===== src/pspm_pkg.sv =====
`default_nettype none

package pspm_pkg;

   localparam int CSR_INDEX_WIDTH = 3;
   localparam int CSR_DATA_WIDTH  = 16;
   localparam int TICKS_WIDTH     = 16;
   localparam int CONTEXT_WIDTH   = 5;

   localparam logic [TICKS_WIDTH-1:0] LINGER_TICKS_RESET = 16'd5000;
   localparam logic [TICKS_WIDTH-1:0] WARMUP_TICKS_RESET = 16'd500;

   typedef enum logic [2:0] {
      MODE_READING       = 3'd0,
      MODE_TICK          = 3'd1,
      MODE_CONTEXT       = 3'd2,
      MODE_REASON_ADD    = 3'd3,
      MODE_REASON_REMOVE = 3'd4,
      MODE_REEVALUATE    = 3'd5
   } mode_type;

   typedef enum logic [1:0] {
      STATE_UNDEFINED = 2'd0,
      STATE_OPEN      = 2'd1,
      STATE_CLOSED    = 2'd2
   } cover_type;

   typedef enum logic [CSR_INDEX_WIDTH-1:0] {
      CSR_SENSOR_IN_USE = 3'd0,
      CSR_ON_DEMAND     = 3'd1,
      CSR_ACTS_AS_LID   = 3'd2,
      CSR_LINGER_TICKS  = 3'd3,
      CSR_WARMUP_TICKS  = 3'd4
   } csr_index_type;

endpackage

`default_nettype wire


===== src/proximity_sensor_power_manager.sv =====
// Proximity sensor power manager.
// Request channel (req_valid / req_stall) carries one event per request:
// a sensor reading, a timer tick, a context update, a reason add or remove,
// or a re-evaluate command. Response channel (rsp_valid / rsp_stall) returns
// exactly one response per request: the published proximity and lid states
// and the power, warm-up and linger status after that request.
// Configuration registers are written through csr_write / csr_index /
// csr_data; the user must write them only while no request is in flight,
// which the block itself does not enforce; unknown indexes are dropped.
// A request taken into the request register is processed into the response
// register when that register can advance. One request per cycle is taken
// while the receiver does not stall; the state update is combinational.
// When the receiver stalls, the response register holds and the request
// register keeps one more request; req_stall rises only when both are full.
// Synchronous reset powers the sensor off, clears reasons and context,
// publishes undefined on both outputs and loads the default register values.
`default_nettype none

module proximity_sensor_power_manager
   import pspm_pkg::*;
#(
   parameter int MAX_REASONS = 16
) (
   input  wire logic                       clock,
   input  wire logic                       reset,

   input  wire logic                       csr_write,
   input  wire logic [CSR_INDEX_WIDTH-1:0] csr_index,
   input  wire logic [CSR_DATA_WIDTH-1:0]  csr_data,

   input  wire logic                       req_valid,
   output logic                            req_stall,
   input  wire logic [2:0]                 req_mode,
   input  wire logic                       req_covered,
   input  wire logic                       req_lpm_next,
   input  wire logic                       req_lpm_current,
   input  wire logic                       req_call_live,
   input  wire logic                       req_alarm_live,
   input  wire logic                       req_ui_exception,
   input  wire logic [3:0]                 req_reason_id,

   output logic                            rsp_valid,
   input  wire logic                       rsp_stall,
   output logic [1:0]                      rsp_proximity_state,
   output logic [1:0]                      rsp_lid_state,
   output logic                            rsp_sensor_powered,
   output logic                            rsp_warming_up,
   output logic                            rsp_lingering
);

   logic                     sensor_in_use_ff;
   logic                     on_demand_ff;
   logic                     acts_as_lid_ff;
   logic [TICKS_WIDTH-1:0]   linger_ticks_ff;
   logic [TICKS_WIDTH-1:0]   warmup_ticks_ff;

   logic                     req_valid_ff, req_valid_in;
   logic [2:0]               req_mode_ff;
   logic                     req_covered_ff;
   logic [CONTEXT_WIDTH-1:0] req_context_ff;
   logic [3:0]               req_reason_id_ff;

   logic                     powered_ff, powered_in;
   logic [TICKS_WIDTH-1:0]   warmup_left_ff, warmup_left_in;
   logic                     warmup_running_ff, warmup_running_in;
   logic [TICKS_WIDTH-1:0]   linger_left_ff, linger_left_in;
   logic                     linger_running_ff, linger_running_in;
   logic [1:0]               last_reading_ff, last_reading_in;
   logic [1:0]               prox_out_ff, prox_out_in;
   logic [1:0]               lid_out_ff, lid_out_in;
   logic [MAX_REASONS-1:0]   reason_bits_ff, reason_bits_in;
   logic [CONTEXT_WIDTH-1:0] context_flags_ff, context_flags_in;

   logic                     rsp_valid_ff;
   logic [1:0]               rsp_proximity_state_ff;
   logic [1:0]               rsp_lid_state_ff;
   logic                     rsp_sensor_powered_ff;
   logic                     rsp_warming_up_ff;
   logic                     rsp_lingering_ff;

   logic                     advance;
   logic                     fire;
   logic                     req_take;
   logic [MAX_REASONS-1:0]   reason_hit;

   assign advance   = !rsp_valid_ff || !rsp_stall;
   assign fire      = req_valid_ff && advance;
   assign req_stall = req_valid_ff && !advance;
   assign req_take  = req_valid && !req_stall;

   always_comb begin
      req_valid_in = req_valid_ff;
      if (req_take) begin
         req_valid_in = 1'b1;
      end else if (advance) begin
         req_valid_in = 1'b0;
      end
   end

   always_comb begin
      for (int i = 0; i < MAX_REASONS; i++) begin
         reason_hit[i] = (32'(req_reason_id_ff) == i);
      end
   end

   // next state for the request in the request register
   always_comb begin : p_next
      logic       reeval_en;
      logic       power_on;
      logic       power_set;
      logic [1:0] pub_value;
      logic       pub_en;

      reeval_en         = 1'b0;
      power_on          = 1'b0;
      power_set         = 1'b0;
      pub_value         = STATE_UNDEFINED;
      pub_en            = 1'b0;

      powered_in        = powered_ff;
      warmup_left_in    = warmup_left_ff;
      warmup_running_in = warmup_running_ff;
      linger_left_in    = linger_left_ff;
      linger_running_in = linger_running_ff;
      last_reading_in   = last_reading_ff;
      prox_out_in       = prox_out_ff;
      lid_out_in        = lid_out_ff;
      reason_bits_in    = reason_bits_ff;
      context_flags_in  = context_flags_ff;

      if (fire) begin
         unique case (req_mode_ff) inside
            MODE_READING: begin
               if (powered_ff) begin
                  last_reading_in = req_covered_ff ? STATE_CLOSED : STATE_OPEN;
                  if (!warmup_running_ff) begin
                     pub_en    = 1'b1;
                     pub_value = last_reading_in;
                  end
               end
            end
            MODE_TICK: begin
               if (warmup_running_ff) begin
                  if (warmup_left_ff <= TICKS_WIDTH'(1)) begin
                     warmup_left_in    = '0;
                     warmup_running_in = 1'b0;
                     if (powered_ff) begin
                        pub_en    = 1'b1;
                        pub_value = last_reading_ff;
                     end
                  end else begin
                     warmup_left_in = warmup_left_ff - TICKS_WIDTH'(1);
                  end
               end
               if (linger_running_ff) begin
                  if (linger_left_ff <= TICKS_WIDTH'(1)) begin
                     power_set = 1'b1;
                     power_on  = 1'b0;
                  end else begin
                     linger_left_in = linger_left_ff - TICKS_WIDTH'(1);
                  end
               end
            end
            MODE_CONTEXT: begin
               context_flags_in = req_context_ff;
               reeval_en        = (req_context_ff != context_flags_ff);
            end
            MODE_REASON_ADD, MODE_REASON_REMOVE: begin
               if (|reason_hit) begin
                  if (req_mode_ff == MODE_REASON_ADD) begin
                     reason_bits_in = reason_bits_ff | reason_hit;
                  end else begin
                     reason_bits_in = reason_bits_ff & ~reason_hit;
                  end
                  reeval_en = (|reason_bits_in) != (|reason_bits_ff);
               end
            end
            MODE_REEVALUATE: begin
               reeval_en = 1'b1;
            end
            default: begin
            end
         endcase
      end

      // publish a reading before any power change of the same request
      if (pub_en) begin
         if (acts_as_lid_ff) begin
            lid_out_in = pub_value;
         end else begin
            prox_out_in = pub_value;
         end
      end

      if (reeval_en) begin
         if (!sensor_in_use_ff || !on_demand_ff ||
             (context_flags_in != '0) || (reason_bits_in != '0)) begin
            power_set = 1'b1;
            power_on  = sensor_in_use_ff;
         end else if (powered_ff && !linger_running_ff) begin
            linger_left_in    = linger_ticks_ff;
            linger_running_in = 1'b1;
         end
      end

      if (power_set) begin
         linger_running_in = 1'b0;
         linger_left_in    = '0;
         if (powered_ff != power_on) begin
            powered_in = power_on;
            if (power_on) begin
               warmup_left_in    = warmup_ticks_ff;
               warmup_running_in = 1'b1;
            end else begin
               warmup_left_in    = '0;
               warmup_running_in = 1'b0;
               if (acts_as_lid_ff) begin
                  lid_out_in = STATE_UNDEFINED;
               end else begin
                  prox_out_in = STATE_UNDEFINED;
               end
            end
         end
      end

      // fake value while the sensor is out of use
      if (reeval_en && !sensor_in_use_ff) begin
         if (acts_as_lid_ff) begin
            lid_out_in = STATE_UNDEFINED;
         end else begin
            prox_out_in = STATE_OPEN;
         end
      end
   end

   always_ff @(posedge clock) begin
      if (reset) begin
         sensor_in_use_ff <= 1'b1;
         on_demand_ff     <= 1'b1;
         acts_as_lid_ff   <= 1'b0;
         linger_ticks_ff  <= LINGER_TICKS_RESET;
         warmup_ticks_ff  <= WARMUP_TICKS_RESET;
      end else if (csr_write) begin
         unique case (csr_index)
            CSR_SENSOR_IN_USE: sensor_in_use_ff <= csr_data[0];
            CSR_ON_DEMAND:     on_demand_ff     <= csr_data[0];
            CSR_ACTS_AS_LID:   acts_as_lid_ff   <= csr_data[0];
            CSR_LINGER_TICKS:  linger_ticks_ff  <= csr_data[TICKS_WIDTH-1:0];
            CSR_WARMUP_TICKS:  warmup_ticks_ff  <= csr_data[TICKS_WIDTH-1:0];
            default: begin
            end
         endcase
      end
   end

   always_ff @(posedge clock) begin
      if (reset) begin
         req_valid_ff      <= 1'b0;
         rsp_valid_ff      <= 1'b0;
         powered_ff        <= 1'b0;
         warmup_left_ff    <= '0;
         warmup_running_ff <= 1'b0;
         linger_left_ff    <= '0;
         linger_running_ff <= 1'b0;
         last_reading_ff   <= STATE_UNDEFINED;
         prox_out_ff       <= STATE_UNDEFINED;
         lid_out_ff        <= STATE_UNDEFINED;
         reason_bits_ff    <= '0;
         context_flags_ff  <= '0;
      end else begin
         req_valid_ff      <= req_valid_in;
         if (advance) begin
            rsp_valid_ff <= req_valid_ff;
         end
         powered_ff        <= powered_in;
         warmup_left_ff    <= warmup_left_in;
         warmup_running_ff <= warmup_running_in;
         linger_left_ff    <= linger_left_in;
         linger_running_ff <= linger_running_in;
         last_reading_ff   <= last_reading_in;
         prox_out_ff       <= prox_out_in;
         lid_out_ff        <= lid_out_in;
         reason_bits_ff    <= reason_bits_in;
         context_flags_ff  <= context_flags_in;
      end
   end

   always_ff @(posedge clock) begin
      if (req_take) begin
         req_mode_ff      <= req_mode;
         req_covered_ff   <= req_covered;
         req_context_ff   <= {req_ui_exception, req_alarm_live, req_call_live,
                              req_lpm_current, req_lpm_next};
         req_reason_id_ff <= req_reason_id;
      end
      if (fire) begin
         rsp_proximity_state_ff <= prox_out_in;
         rsp_lid_state_ff       <= lid_out_in;
         rsp_sensor_powered_ff  <= powered_in;
         rsp_warming_up_ff      <= warmup_running_in;
         rsp_lingering_ff       <= linger_running_in;
      end
   end

   assign rsp_valid           = rsp_valid_ff;
   assign rsp_proximity_state = rsp_proximity_state_ff;
   assign rsp_lid_state       = rsp_lid_state_ff;
   assign rsp_sensor_powered  = rsp_sensor_powered_ff;
   assign rsp_warming_up      = rsp_warming_up_ff;
   assign rsp_lingering       = rsp_lingering_ff;

endmodule

`default_nettype wire


===== config.mk =====
export PLATFORM = sky130hd
export DESIGN_NAME = proximity_sensor_power_manager
export DESIGN_NICKNAME = d
export VERILOG_FILES = /design/src/pspm_pkg.sv /design/src/proximity_sensor_power_manager.sv
export SDC_FILE = /design/constraint.sdc
export NUM_CORES = 1
export LEC_CHECK = 0
export BUFFER_PORTS_ARGS = -buffer_cell sky130_fd_sc_hd__buf_2
export CAP_MARGIN = 40
export CORE_MARGIN = 1
export CORE_UTILIZATION = 44
export DETAILED_ROUTE_END_ITERATION = 10
export PLACE_DENSITY = 0.63
export SYNTH_ARGS = -nofsm -noshare
export SYNTH_HDL_FRONTEND = slang
export SYNTH_SLANG_ARGS = --single-unit

===== constraint.sdc =====
create_clock -name clock -period 3.9 [get_ports clock]
set_input_delay 0.78 -clock clock [delete_from_list [all_inputs] [get_ports clock]]
set_output_delay 0.78 -clock clock [all_outputs]
set_load 0.1 [all_outputs]

==> impl_metrics.toml <==
[yosys]
yosysSeqAreaShare_pct = 44.7
synth_edf_count = 20
synth-simple-area-share_pct = 26.8
yosysWarnings = 0
synth_fp_nets = 708
syn_area_per_cell_um2 = 8.67
synthAdderAreaFrac_pct = 0.866
synth_xor_area_share_pct = 4.70
synth_top_family_by_area = "simple AND/OR/NAND/NOR gates"
synth_compound_area_share_pct = 14.3
synthMuxAreaShare_pct = 4.72
synthFlopType = "dfxtp_1"
yosys.cell_types.count = 69
ys_ff_latch = 119
synth_area_um2 = 5780
synth_cells = 667
ys_async_sr_fraction_pct = 0

[cts]
cts_resized = 0
insertion_delay_ns = 0.42
clk_path_buf_depth = 2
cts_root_buffer = "clkbuf_16"
post-cts-setup-buffers = 0
cts_tree = "built"
ctsHoldBuffers = 0
h-tree-depth = 4
cts_buffers = 17
numClockSinks = 119
cts.clk_slew.worst_paths_ns = 0.05

[place]
hpwl_um = 10400
post_dp_cell_area_um2 = 6170
io_buffers = 45
place_inst = 861
dp_slack_ns = 0.318
gp_congestion = 0.912

[detailed_routing]
antenna_left = 0
vias_per_cell = 5.70
firstDrtPassIters = 5
drc = 0
totalWireLength_um = 14600
vias = 5079
wl_per_cell_um = 16.4
drtIter0Drc = 335

[setup_path]
path_class = "flip-flop to flip-flop"
arrival_ns = 3.71
worstPathMaxFanout = 16
end_kind = "flip-flop"
required_ns = 4.24
crit_path_start_kind = "flip-flop"

[sta]
fin_crit_sh_pct = 86.6
fin_crit_ns = 3.38
slew_headroom_pct = 39.6
setup_violations = 0
drv_slew = 0
finalHoldViolations = 0
tightestPinTransition_ns = 0.898
skew_ns = 0.00629
hold_slack_ns = 0.455
fin_ws_ns = 0.521
fmax_mhz = 296
grt_setup_unrepaired = "false"
fin_tns_setup_ns = 0

[global_routing]
grt_overflow = 0
grt_usage_pct = 22.9
grt_pass1_wl_um = 23700
grt_pass1_vias = 4713
antenna_found_initial = 0
grt_max_degree = 52

[final_layout]
drive_gt1_share_pct = 13.6
final_cells = 891
final_cell_area_um2 = 6760
diodes = 0
nNetsFinal = 749
utilization_pct = 53.1
syn2layout_area_growth_pct = 16.9

[floorplanning]
start_util_pct = 45.4
die_w_um = 117
die_height_um = 117
row_count = 41
num_io_pins = 46
design.die.area_um2 = 13600
coreArea_um2 = 12700

[power_and_ir_drop]
irDropWorstVdd_uv = 315
power_leakage_nw = 2.64
powerDensity_nw_per_um2 = 466
total_power_mw = 3.15

[status]
status = "finished clean"

[run]
maxCapViolations = 0

[min_path]
hold_path_class = "flip-flop to flip-flop"
==> cell type report <==
| class | instances | area [µm²] |
|---|---|---|
| Clock buffer | 23 | 498 |
| Clock inverter | 7 | 93.8 |
| Fill cell | 1217 | 5960 |
| Inverter | 25 | 93.8 |
| Multi-Input combinational cell | 491 | 2970 |
| Sequential cell | 119 | 2580 |
| Tap cell | 172 | 215 |
| Timing Repair Buffer | 54 | 305 |
==> cells in the final DEF, fill, tap and decap left out, drive strengths merged, types with 4 or more instances in the layout <==
cell type  count
a21oi         38
a221oi         5
a22oi          5
a31oi         12
and2          10
and3           5
buf           54
clkbuf        23
dfxtp         99
edfxtp        20
ha             4
inv           25
mux2i         25
nand2         99
nand2b         4
nand3         27
nand4         14
nor2          66
nor2b          5
nor3          30
nor4          15
o211ai         4
o21ai         11
o22ai          5
o2bb2ai       16
or3            6
or4            8
xnor2         15
xor2          16
==> synth_stat cells, types with 2 or more instances <==
| library cell | number | area, µm² |
|---|---|---|
| a211oi_1 | 3 | 22.5 |
| a21boi_1 | 2 | 15.0 |
| a21oi_1 | 38 | 190 |
| a221oi_1 | 5 | 43.8 |
| a22o_1 | 2 | 17.5 |
| a22oi_1 | 5 | 37.5 |
| a31oi_1 | 12 | 75.1 |
| a32oi_1 | 2 | 17.5 |
| and2_1 | 10 | 62.6 |
| and3_1 | 5 | 31.3 |
| and4_1 | 3 | 26.3 |
| buf_1 | 3 | 11.3 |
| buf_2 | 5 | 25.0 |
| clkbuf_1 | 23 | 86.3 |
| dfxtp_1 | 99 | 1980 |
| edfxtp_1 | 20 | 601 |
| ha_1 | 4 | 50.1 |
| inv_1 | 23 | 86.3 |
| inv_2 | 2 | 7.51 |
| mux2i_1 | 25 | 250 |
| nand2_1 | 99 | 372 |
| nand2b_1 | 4 | 25.0 |
| nand3_1 | 27 | 135 |
| nand3b_1 | 3 | 22.5 |
| nand4_1 | 14 | 87.6 |
| nand4b_1 | 2 | 17.5 |
| nor2_1 | 66 | 248 |
| nor2b_1 | 5 | 31.3 |
| nor3_1 | 29 | 145 |
| nor4_1 | 13 | 81.3 |
| nor4_4 | 2 | 42.5 |
| nor4b_2 | 2 | 30.0 |
| o211ai_1 | 4 | 30.0 |
| o21a_1 | 3 | 22.5 |
| o21ai_0 | 7 | 35.0 |
| o21ai_1 | 3 | 15.0 |
| o22ai_1 | 5 | 31.3 |
| o2bb2ai_1 | 16 | 140 |
| o31a_1 | 2 | 17.5 |
| or3_1 | 6 | 37.5 |
| or4_1 | 7 | 52.6 |
| xnor2_1 | 15 | 131 |
| xor2_1 | 16 | 140 |
==> cell families after synthesis <==
family | Yosys count
AOI/OAI and AO/OA | 121
xor gates and xnor gates | 31
adders and majority gates | 4
buffers and inverters | 57
DFF | 119
muxes | 27
and+or+nand+nor | 308
==> routing by layer <==
| metal | vias up | wire, µm | global-route usage [%] |
|---|---|---|---|
| li1 | 2481 | - | - |
| met1 | 2423 | 7170 | 32.5 |
| met2 | 160 | 6550 | 34.4 |
| met3 | 15 | 746 | 4.46 |
| met4 | 0 | 172 | 8.69 |
| met5 | - | 0 | 0 |
==> sequential cells by signal, indices dropped and copies added, names as in the netlist, 3 cells and up <==
name              cells
linger_left_ff       16
reason_bits_ff       16
req_mode_ff           3
linger_ticks_ff      16
warmup_ticks_ff      16
warmup_left_ff       16
req_context_ff        5
context_flags_ff      5
req_reason_id_ff      4
==> worst max-delay path, stage by stage (launching register included) <==
cell and delay [ns]:
edfxtp_1 0.64, nor4b_2 0.58, a31oi_1 0.16, a221oi_1 0.32
nand4_1 0.20, or4_1 0.55, o21ai_2 0.29, nand3_1 0.12
buf_4 0.25, nor3_1 0.18
==> report_power, final <==
group	switching (mW)	internal [mW]	total, mW
Clock	0.538	1.02	1.55
Combinational	0.180	0.0899	0.270
Sequential	0.0406	1.29	1.33
Total	0.759	2.39	3.15
==> final timing paths <==
check / start / endpoint / slack [ns] / depth (start not counted)
worst min register to register: warmup_ticks_ff[0] / warmup_ticks_ff[0] / 0.46 / 2
worst min-delay path: warmup_ticks_ff[0] / warmup_ticks_ff[0] / 0.46 / 2
worst max register to register: req_mode_ff[0] / linger_left_ff[8] / 0.52 / 9
worst max-delay path: req_mode_ff[0] / linger_left_ff[8] / 0.52 / 9
(Power assumes the default switching activity.)
